===== src/rtl/dual_wildcard_signature_scan_defines.svh =====
// Assertion macros shared by the signature scanner RTL.
`ifndef DUAL_WILDCARD_SIGNATURE_SCAN_DEFINES_SVH
`define DUAL_WILDCARD_SIGNATURE_SCAN_DEFINES_SVH
`ifndef SYNTHESIS
// Same-cycle implication, checked on every clock edge out of reset.
`define DWS_ASSERT_NOW(label, ante, cons) \
  label: assert property (@(posedge clk) disable iff (!rst_n) (ante) |-> (cons)) \
    else $error("same-cycle check failed");
// Next-cycle implication, checked on every clock edge out of reset.
`define DWS_ASSERT_NEXT(label, ante, cons) \
  label: assert property (@(posedge clk) disable iff (!rst_n) (ante) |=> (cons)) \
    else $error("next-cycle check failed");
`else
`define DWS_ASSERT_NOW(label, ante, cons)
`define DWS_ASSERT_NEXT(label, ante, cons)
`endif
`endif


===== src/rtl/dws_pkg.sv =====
// Shared types, constants and helper functions of the signature scanner.
package dws_pkg;

  localparam int PATTERN_BYTES_DEF = 16;
  localparam int HISTORY_DEPTH_DEF = 64;
  // Largest distance between the two pattern starts. The offset register
  // reaches one byte further below zero than above it.
  localparam int OFFSET_REACH      = 32;
  // Signed working width for window geometry.
  localparam int WIN_W             = 9;
  localparam int CFG_AW            = 6;
  localparam int CFG_DW            = 64;

  localparam logic [7:0] WILD_STAR  = 8'h2A;
  localparam logic [7:0] WILD_QUERY = 8'h3F;

  typedef enum logic [2:0] {
    REG_FIRST_LOW   = 3'd0,
    REG_FIRST_HIGH  = 3'd1,
    REG_FIRST_LEN   = 3'd2,
    REG_SECOND_LOW  = 3'd3,
    REG_SECOND_HIGH = 3'd4,
    REG_SECOND_LEN  = 3'd5,
    REG_SECOND_OFF  = 3'd6
  } reg_idx_t;

  typedef struct packed {
    logic [63:0] first_low;
    logic [63:0] first_high;
    logic [4:0]  first_len;
    logic [63:0] second_low;
    logic [63:0] second_high;
    logic [4:0]  second_len;
    logic [5:0]  second_off;
  } cfg_t;

  typedef struct packed {
    logic [7:0] data_byte;
    logic       region_end;
  } in_t;

  typedef struct packed {
    logic        found;
    logic [31:0] match_position;
  } out_t;

  // Expected content of one history tap, one half for each pattern.
  typedef struct packed {
    logic       care_a;
    logic [7:0] byte_a;
    logic       care_b;
    logic [7:0] byte_b;
  } tap_t;

  // Window geometry: end minus one and full span minus one, in bytes.
  typedef struct packed {
    logic       usable;
    logic [7:0] lead_m1;
    logic [7:0] need_m1;
  } win_t;

  function automatic logic is_wild(input logic [7:0] b);
    return (b == WILD_STAR) || (b == WILD_QUERY);
  endfunction

  // Pattern bytes above the sixteen stored ones read as zero.
  function automatic logic [7:0] pat_byte(input logic [127:0] pat, input logic [4:0] idx);
    return idx[4] ? 8'h00 : pat[{idx[3:0], 3'b000} +: 8];
  endfunction

endpackage


===== src/rtl/dual_wildcard_signature_scan.sv =====
// Top level of the dual wildcard signature scanner.
`include "dual_wildcard_signature_scan_defines.svh"

// The scanner takes one region byte per request and answers each region with
// exactly one result request: the region offset of the first position where
// the first pattern matches and the second pattern matches at the programmed
// signed distance, or a not-found result on the byte that carries region_end.
// Pattern bytes '*' and '?' match anything, a zero-length pattern never
// matches, and a window that reaches before the region start never matches.
// Once a match is reported the rest of that region stays silent. The block
// sustains one byte per clock unless out_ready holds a result back: a byte
// is shifted into a history line of min(HISTORY_DEPTH, PATTERN_BYTES + 32)
// taps, and in the following cycle all taps are compared at once against the
// expected bytes derived from the pattern registers; the single compare stage
// sets that rate. The compare outcome is registered in the result register,
// which drives out_valid until out_ready takes the result.
// While a result waits for out_ready, one more byte can be taken and held.
// Program the registers only while no region is in flight; there is no
// clearing pass after reset and the history needs none.
module dual_wildcard_signature_scan #(
  parameter int PATTERN_BYTES = dws_pkg::PATTERN_BYTES_DEF,
  parameter int HISTORY_DEPTH = dws_pkg::HISTORY_DEPTH_DEF
) (
  input  logic                       clk,
  input  logic                       rst_n,
  input  logic                       in_valid,
  output logic                       in_ready,
  input  dws_pkg::in_t               in_data,
  output logic                       out_valid,
  input  logic                       out_ready,
  output dws_pkg::out_t              out_data,
  input  logic                       psel,
  input  logic                       penable,
  input  logic                       pwrite,
  input  logic [dws_pkg::CFG_AW-1:0] paddr,
  input  logic [dws_pkg::CFG_DW-1:0] pwdata,
  output logic [dws_pkg::CFG_DW-1:0] prdata,
  output logic                       pready
);

  // The widest window any register setting can ask for, capped by the history.
  localparam int WIN_MAX   = PATTERN_BYTES + dws_pkg::OFFSET_REACH;
  localparam int SHIFT_LEN = (HISTORY_DEPTH < WIN_MAX) ? HISTORY_DEPTH : WIN_MAX;

  dws_pkg::cfg_t                 cfg;
  dws_pkg::tap_t [SHIFT_LEN-1:0] taps;
  dws_pkg::win_t                 win;

  // History line: tap 0 is the byte held in the compare stage.
  logic [SHIFT_LEN-1:0][7:0] hist_r;

  logic          a_valid_r, a_valid_nxt;
  logic [31:0]   a_pos_r;
  logic          a_last_r;
  logic [31:0]   pos_r, pos_nxt;
  logic          rep_r, rep_nxt;
  logic          out_valid_r, out_valid_nxt;
  dws_pkg::out_t out_data_r, out_data_nxt;

  logic in_fire;
  logic out_free;
  logic adv;
  logic hit;
  logic emit_found;
  logic emit_none;

  dws_cfg_regs u_cfg_regs (
    .clk     (clk),
    .rst_n   (rst_n),
    .psel    (psel),
    .penable (penable),
    .pwrite  (pwrite),
    .paddr   (paddr),
    .pwdata  (pwdata),
    .prdata  (prdata),
    .pready  (pready),
    .cfg     (cfg)
  );

  dws_tap_template #(
    .PATTERN_BYTES (PATTERN_BYTES),
    .HISTORY_DEPTH (HISTORY_DEPTH),
    .SHIFT_LEN     (SHIFT_LEN)
  ) u_tap_template (
    .cfg  (cfg),
    .taps (taps),
    .win  (win)
  );

  dws_window_cmp #(
    .SHIFT_LEN (SHIFT_LEN)
  ) u_window_cmp (
    .hist (hist_r),
    .taps (taps),
    .win  (win),
    .pos  (a_pos_r),
    .hit  (hit)
  );

  // The compare stage drains whenever the result register is free or
  // emptying this cycle, so a new byte can follow in every cycle.
  assign out_free  = !out_valid_r || out_ready;
  assign adv       = a_valid_r && out_free;
  assign in_ready  = !a_valid_r || out_free;
  assign in_fire   = in_valid && in_ready;
  assign out_valid = out_valid_r;
  assign out_data  = out_data_r;

  // Only the first match of a region is reported; the last byte gives a
  // not-found answer if nothing was reported before it.
  assign emit_found = adv && !rep_r && hit;
  assign emit_none  = adv && !rep_r && !hit && a_last_r;

  always_comb begin
    a_valid_nxt = a_valid_r;
    if (in_fire) begin
      a_valid_nxt = 1'b1;
    end else if (adv) begin
      a_valid_nxt = 1'b0;
    end

    // Position of the next byte; it restarts after the last byte of a region
    // and wraps naturally at the top of its range.
    pos_nxt = pos_r;
    if (in_fire) begin
      pos_nxt = in_data.region_end ? '0 : pos_r + 32'd1;
    end

    rep_nxt = rep_r;
    if (adv) begin
      rep_nxt = a_last_r ? 1'b0 : (rep_r || hit);
    end

    out_valid_nxt = out_valid_r && !out_ready;
    out_data_nxt  = out_data_r;
    if (emit_found) begin
      out_valid_nxt               = 1'b1;
      out_data_nxt.found          = 1'b1;
      out_data_nxt.match_position = a_pos_r - {24'd0, win.lead_m1};
    end else if (emit_none) begin
      out_valid_nxt               = 1'b1;
      out_data_nxt.found          = 1'b0;
      out_data_nxt.match_position = '0;
    end
  end

  always_ff @(posedge clk) begin
    if (!rst_n) begin
      a_valid_r   <= 1'b0;
      pos_r       <= '0;
      rep_r       <= 1'b0;
      out_valid_r <= 1'b0;
    end else begin
      a_valid_r   <= a_valid_nxt;
      pos_r       <= pos_nxt;
      rep_r       <= rep_nxt;
      out_valid_r <= out_valid_nxt;
    end
  end

  // Payload registers carry no reset.
  always_ff @(posedge clk) begin
    if (in_fire) begin
      hist_r   <= {hist_r[SHIFT_LEN-2:0], in_data.data_byte};
      a_pos_r  <= pos_r;
      a_last_r <= in_data.region_end;
    end
    out_data_r <= out_data_nxt;
  end

  // A reported match inside a region silences the rest of it.
  `DWS_ASSERT_NEXT(a_found_sets_reported, emit_found && !a_last_r, rep_r)
  // A match never places the first pattern before the region start.
  `DWS_ASSERT_NOW(a_hit_inside_region, a_valid_r && hit, a_pos_r >= {24'd0, win.lead_m1})
  // A not-found result always carries a zero position.
  `DWS_ASSERT_NOW(a_none_zero_pos, out_valid_r && !out_data_r.found,
                  out_data_r.match_position == 32'd0)
  // The byte after a region end starts again at position zero.
  `DWS_ASSERT_NEXT(a_end_restarts_pos, in_fire && in_data.region_end, pos_r == 32'd0)

endmodule


===== src/rtl/dws_cfg_regs.sv =====
// Configuration register file behind the APB-style port.
module dws_cfg_regs (
  input  logic                       clk,
  input  logic                       rst_n,
  input  logic                       psel,
  input  logic                       penable,
  input  logic                       pwrite,
  input  logic [dws_pkg::CFG_AW-1:0] paddr,
  input  logic [dws_pkg::CFG_DW-1:0] pwdata,
  output logic [dws_pkg::CFG_DW-1:0] prdata,
  output logic                       pready,
  output dws_pkg::cfg_t              cfg
);

  dws_pkg::cfg_t    cfg_r;
  dws_pkg::cfg_t    cfg_nxt;
  dws_pkg::reg_idx_t idx;
  logic             wr_en;

  assign idx    = dws_pkg::reg_idx_t'(paddr[dws_pkg::CFG_AW-1:3]);
  assign wr_en  = psel && penable && pwrite;
  assign pready = 1'b1;
  assign cfg    = cfg_r;

  always_comb begin
    cfg_nxt = cfg_r;
    if (wr_en) begin
      case (idx)
        dws_pkg::REG_FIRST_LOW:   cfg_nxt.first_low   = pwdata;
        dws_pkg::REG_FIRST_HIGH:  cfg_nxt.first_high  = pwdata;
        dws_pkg::REG_FIRST_LEN:   cfg_nxt.first_len   = pwdata[4:0];
        dws_pkg::REG_SECOND_LOW:  cfg_nxt.second_low  = pwdata;
        dws_pkg::REG_SECOND_HIGH: cfg_nxt.second_high = pwdata;
        dws_pkg::REG_SECOND_LEN:  cfg_nxt.second_len  = pwdata[4:0];
        dws_pkg::REG_SECOND_OFF:  cfg_nxt.second_off  = pwdata[5:0];
        default:                  cfg_nxt = cfg_r;
      endcase
    end
  end

  always_comb begin
    case (idx)
      dws_pkg::REG_FIRST_LOW:   prdata = cfg_r.first_low;
      dws_pkg::REG_FIRST_HIGH:  prdata = cfg_r.first_high;
      dws_pkg::REG_FIRST_LEN:   prdata = {59'd0, cfg_r.first_len};
      dws_pkg::REG_SECOND_LOW:  prdata = cfg_r.second_low;
      dws_pkg::REG_SECOND_HIGH: prdata = cfg_r.second_high;
      dws_pkg::REG_SECOND_LEN:  prdata = {59'd0, cfg_r.second_len};
      dws_pkg::REG_SECOND_OFF:  prdata = {58'd0, cfg_r.second_off};
      default:                  prdata = '0;
    endcase
  end

  always_ff @(posedge clk) begin
    if (!rst_n) begin
      cfg_r <= '0;
    end else begin
      cfg_r <= cfg_nxt;
    end
  end

endmodule


===== src/rtl/dws_tap_template.sv =====
// Turns the pattern registers into per-tap expected bytes and window geometry.
module dws_tap_template #(
  parameter int PATTERN_BYTES = dws_pkg::PATTERN_BYTES_DEF,
  parameter int HISTORY_DEPTH = dws_pkg::HISTORY_DEPTH_DEF,
  parameter int SHIFT_LEN     = dws_pkg::PATTERN_BYTES_DEF + dws_pkg::OFFSET_REACH
) (
  input  dws_pkg::cfg_t                  cfg,
  output dws_pkg::tap_t [SHIFT_LEN-1:0]  taps,
  output dws_pkg::win_t                  win
);

  localparam int W = dws_pkg::WIN_W;
  localparam logic [5:0] PB = 6'(PATTERN_BYTES);

  logic [5:0]          len_a;
  logic [5:0]          len_b;
  logic signed [W-1:0] len_a_s;
  logic signed [W-1:0] len_b_s;
  logic signed [W-1:0] off_s;
  logic signed [W-1:0] reach_b;
  logic signed [W-1:0] end_s;
  logic signed [W-1:0] low_s;
  logic signed [W-1:0] span_s;
  logic [127:0]        pat_a;
  logic [127:0]        pat_b;

  assign pat_a = {cfg.first_high, cfg.first_low};
  assign pat_b = {cfg.second_high, cfg.second_low};

  always_comb begin
    // Lengths above the pattern capacity saturate.
    len_a   = ({1'b0, cfg.first_len} > PB) ? PB : {1'b0, cfg.first_len};
    len_b   = ({1'b0, cfg.second_len} > PB) ? PB : {1'b0, cfg.second_len};
    len_a_s = $signed({{(W-6){1'b0}}, len_a});
    len_b_s = $signed({{(W-6){1'b0}}, len_b});
    off_s   = $signed({{(W-6){cfg.second_off[5]}}, cfg.second_off});
    reach_b = off_s + len_b_s;
    end_s   = (reach_b > len_a_s) ? reach_b : len_a_s;
    low_s   = off_s[W-1] ? off_s : '0;
    span_s  = end_s - low_s;
    win.usable  = (len_a != '0) && (len_b != '0) &&
                  ({1'b0, span_s} <= (W+1)'(HISTORY_DEPTH));
    win.lead_m1 = 8'(end_s - $signed(W'(1)));
    win.need_m1 = 8'(span_s - $signed(W'(1)));
  end

  // Tap k holds the byte k places older than the newest one.
  for (genvar k = 0; k < SHIFT_LEN; k++) begin : g_tap
    logic signed [W-1:0] ia;
    logic signed [W-1:0] ib;
    logic                va;
    logic                vb;
    logic [7:0]          ba;
    logic [7:0]          bb;

    always_comb begin
      ia = end_s - $signed(W'(k + 1));
      ib = ia - off_s;
      va = !ia[W-1] && (ia < len_a_s);
      vb = !ib[W-1] && (ib < len_b_s);
      ba = dws_pkg::pat_byte(pat_a, ia[4:0]);
      bb = dws_pkg::pat_byte(pat_b, ib[4:0]);
      taps[k].care_a = va && !dws_pkg::is_wild(ba);
      taps[k].byte_a = ba;
      taps[k].care_b = vb && !dws_pkg::is_wild(bb);
      taps[k].byte_b = bb;
    end
  end

endmodule


===== src/rtl/dws_window_cmp.sv =====
// Compares every history tap against its expected bytes in parallel.
module dws_window_cmp #(
  parameter int SHIFT_LEN = dws_pkg::PATTERN_BYTES_DEF + dws_pkg::OFFSET_REACH
) (
  input  logic [SHIFT_LEN-1:0][7:0]     hist,
  input  dws_pkg::tap_t [SHIFT_LEN-1:0] taps,
  input  dws_pkg::win_t                 win,
  input  logic [31:0]                   pos,
  output logic                          hit
);

  logic [SHIFT_LEN-1:0] tap_ok;

  for (genvar k = 0; k < SHIFT_LEN; k++) begin : g_cmp
    assign tap_ok[k] = (!taps[k].care_a || (hist[k] == taps[k].byte_a)) &&
                       (!taps[k].care_b || (hist[k] == taps[k].byte_b));
  end

  // The whole window must lie inside the region seen so far.
  assign hit = win.usable && (pos >= {24'd0, win.need_m1}) && (&tap_ok);

endmodule


===== config.mk =====
export PLATFORM = sky130hd
export DESIGN_NAME = dual_wildcard_signature_scan
export DESIGN_NICKNAME = d
export VERILOG_FILES = /design/src/rtl/dws_pkg.sv /design/src/rtl/dual_wildcard_signature_scan.sv /design/src/rtl/dws_cfg_regs.sv /design/src/rtl/dws_tap_template.sv /design/src/rtl/dws_window_cmp.sv
export VERILOG_INCLUDE_DIRS = /design/src /design/src/rtl
export SDC_FILE = /design/constraint.sdc
export NUM_CORES = 2
export LEC_CHECK = 0
export ABC_AREA = 1
export BUFFER_PORTS_ARGS = -buffer_cell sky130_fd_sc_hd__buf_2
export CAP_MARGIN = 20
export CORE_ASPECT_RATIO = 1.5
export CORE_MARGIN = 2
export CORE_UTILIZATION = 40
export CTS_BUF_LIST = sky130_fd_sc_hd__clkbuf_4
export CTS_CLUSTER_DIAMETER = 100
export DETAILED_ROUTE_END_ITERATION = 8
export PLACE_DENSITY = 0.54
export SYNTH_ARGS = -nofsm -noshare
export SYNTH_HDL_FRONTEND = slang
export SYNTH_SLANG_ARGS = --single-unit

===== constraint.sdc =====
create_clock -name clk -period 16.35 [get_ports clk]
set_input_delay 1.635 -clock clk [delete_from_list [all_inputs] [get_ports clk]]
set_output_delay 1.635 -clock clk [all_outputs]
set_load 0.02 [all_outputs]

==> results.ini <==
[run_status]
status = finished with violations
violations = design-rule violations

[clock_network]
cts_tree = built
clockBufferDepth = 4
cts_max_level = 4
postCtsSetupBuffers = 0
cts.sinks = 757
numCtsBuffers = 209
root_buffer = clkbuf_4
cts_hold_buf = 0
cts_resized = 0
clk_pin_slew_ns = 0.07
clk_latency_ns = 1.29

[setup_path]
cpPeakStageDelay_ns = 0.96
critPathArrivalTime_ns = 14.77
cp_common_cell = nand2_1
reg2reg_depth = 57
rr_startpoint = u_cfg_regs.cfg[8]
cp_data_required_time_ns = 17.21
cp_slowest_cell = ha_2
startpoint_type = register
path_max_fanout = 62
r2r-end = out_data[30]
rrSetupSlack_ns = 2.44
cp-end-kind = register
path_class = reg -> reg

[synth]
synthTopCellsByArea = nand2_1 21%, edfxtp_1 17%, nand3_1 12%, dfxtp_1 7.9%, inv_1 6.7%
ys_ff_latch = 757
ys.flop_type = edfxtp_1
synth.yosys.seq_area_share = 0.253
yosysUniqueCellTypes = 60
synth_top_area_frac = 0.205
syn_avg_cell_area_um2 = 6.10
synth_largest_area_cell = nand2_1
synth.cell_area_um2 = 77600
synth_edf_count = 449
synth_nets = 13200
synth_warnings = 0
syn-instance-count = 12700
async_reset_ff_frac = 0

[floorplanning]
core_um2 = 193000
die_w_um = 364
fp.dieArea_um2 = 198000
start_util = 0.401
dieHeight_um = 543
rows = 198
io_pins = 186

[flow_run]
drv_cap = 0

[cells_and_area]
layout_commonest_cell = nand2_1
area_growth_pct = 8.86
nets = 13300
post-route-util = 0.436
layout_common_cells = 4234 x nand2_1, 1815 x nand3_1, 1381 x inv_1, 842 x nor2_1, 812 x o21ai_0
fin_cells = 15600
final_layout_size_suffix_gt1_frac = 0.0660
regArea_um2 = 19700
stdcell_area_um2 = 84400
multi_input_area_um2 = 50800
nFillCells = 20900

[drt]
ant_nets = 0
routed.top_layer = met5
met3_length_mm = 59.5
wl_met2_mm = 212
wl_per_cell_um = 33.1
first_pass_iters = 9
via_per_inst = 6.14
wirelength_mm = 517
vias = 95800
drt_iter0_markers = 14800
drc = 42
wl_met1_mm = 166

[placed_design]
place_inst = 15200
port_buffers = 181
place_congestion = 1.22
placed_cell_area_um2 = 81800
hpwl_mm = 423

[worst_hold_path]
hold_depth = 0
min_to = hist_r[9]
hp-class = reg -> reg
hold_path.startpoint = hist_r[1]

[timing]
finalCritPeriodShare = 0.851
skew_ns = 0.152
setup_tns_ns = 0
max_slew_margin = 0.0994
period_minus_slack_ns = 13.91
drv_slew = 0
fmax_ghz = 0.0719
rsz0062_at_grt = no
hold_viol = 0
worstMarginPinSlew_ns = 1.35
setup_violations = 0

[global_routing]
grt_start_max_net_pins = 182
grt_pass1_wl_mm = 690
grt_use_total = 0.506
antenna_found_initial = 27
grt_overflow_total = 0
grt_pass1_vias = 86200

[power]
total_power_mw = 10.3
ir_drop_mv = 0.107
power_density_nw_per_um2 = 122
total_leakage_power_nw = 39.6

synth_stat cells (116+ instances only):
library cell  count
nand3_1        1815
buf_2           116
nand2_1        4244
xor2_1          511
o21ai_0         846
inv_1          1391
ha_1            389
edfxtp_1        449
nor2_1          843
clkbuf_1        293
dfxtp_1         308
a21oi_1         614
routing by layer:
metal / vias to the layer above / global-route usage
li1: 42100 / -
met1: 44300 / 0.522
met2: 6939 / 0.751
met3: 2411 / 0.160
met4: 12 / 0.610
met5: - / 0
cell families after synthesis:
family / count (synthesis) / share of synthesized area
mux: 13 / 0.00168
xor+xnor: 580 / 0.0660
compound gates: 1788 / 0.127
flops: 757 / 0.253
buf+inv: 1914 / 0.0955
fa+ha+maj: 395 / 0.0643
other cells: 1 / 0.0000483
simple gates: 7266 / 0.392
how the worst max path moves through the flow:
stage | slack [ns] | end | cells past startpoint | startpoint
final | 2.44 | out_data[30] | 57 | u_cfg_regs.cfg[8]
after CTS | 3.15 | out_data[30] | 57 | u_cfg_regs.cfg[8]
after global placement | 2.89 | out_data[17] | 56 | u_cfg_regs.cfg[8]
after global routing | 1.99 | out_data[30] | 57 | u_cfg_regs.cfg[8]
after detailed placement | 3.06 | out_data[15] | 57 | u_cfg_regs.cfg[8]
after floorplan | 5.39 | a_last_r | 5 | out_ready
registers in the layout (all words and copies together) (netlist names):
signal and count:
u_cfg_regs.cfg 272, out_data 33, a_valid_r 1, hist_r 384, out_valid 1, a_pos_r 32
a_last_r 1, pos_r 32, rep_r 1
metrics by stage:
step	worst slack [ns]	hold WS, ns
floorplan	5.39	0.408
global placement	2.89	0.417
detailed placement	3.06	0.431
CTS	3.15	0.424
global route	1.99	0.452
finish	2.44	0.420
where the power goes:
part / switching, mW / leakage (nW) / internal (mW)
combinational: 4.86 / 31.3 / 1.36
sequential: 0.131 / 6.87 / 2.10
clock: 0.973 / 1.50 / 0.876
cell type report:
class	count	share of cell area
flip-flops and latches	757	0.233
inverters	1416	0.0632
well taps	2600	0.0385
clock inverters	78	0.00581
repair buffers	420	0.0327
clock buffers	275	0.0244
diodes	21	0.000622
multi-input cells	10000	0.602
worst max-delay path: cells and delay by family (launching register included):
family          cells  cell delay (ns)
compound gates      6             2.06
buf+inv            11             2.55
simple gates       32             4.77
xor+xnor            1             0.27
flops               1             0.47
fa+ha+maj           7             3.34
No activity file was read; power rests on OpenSTA's default activity.
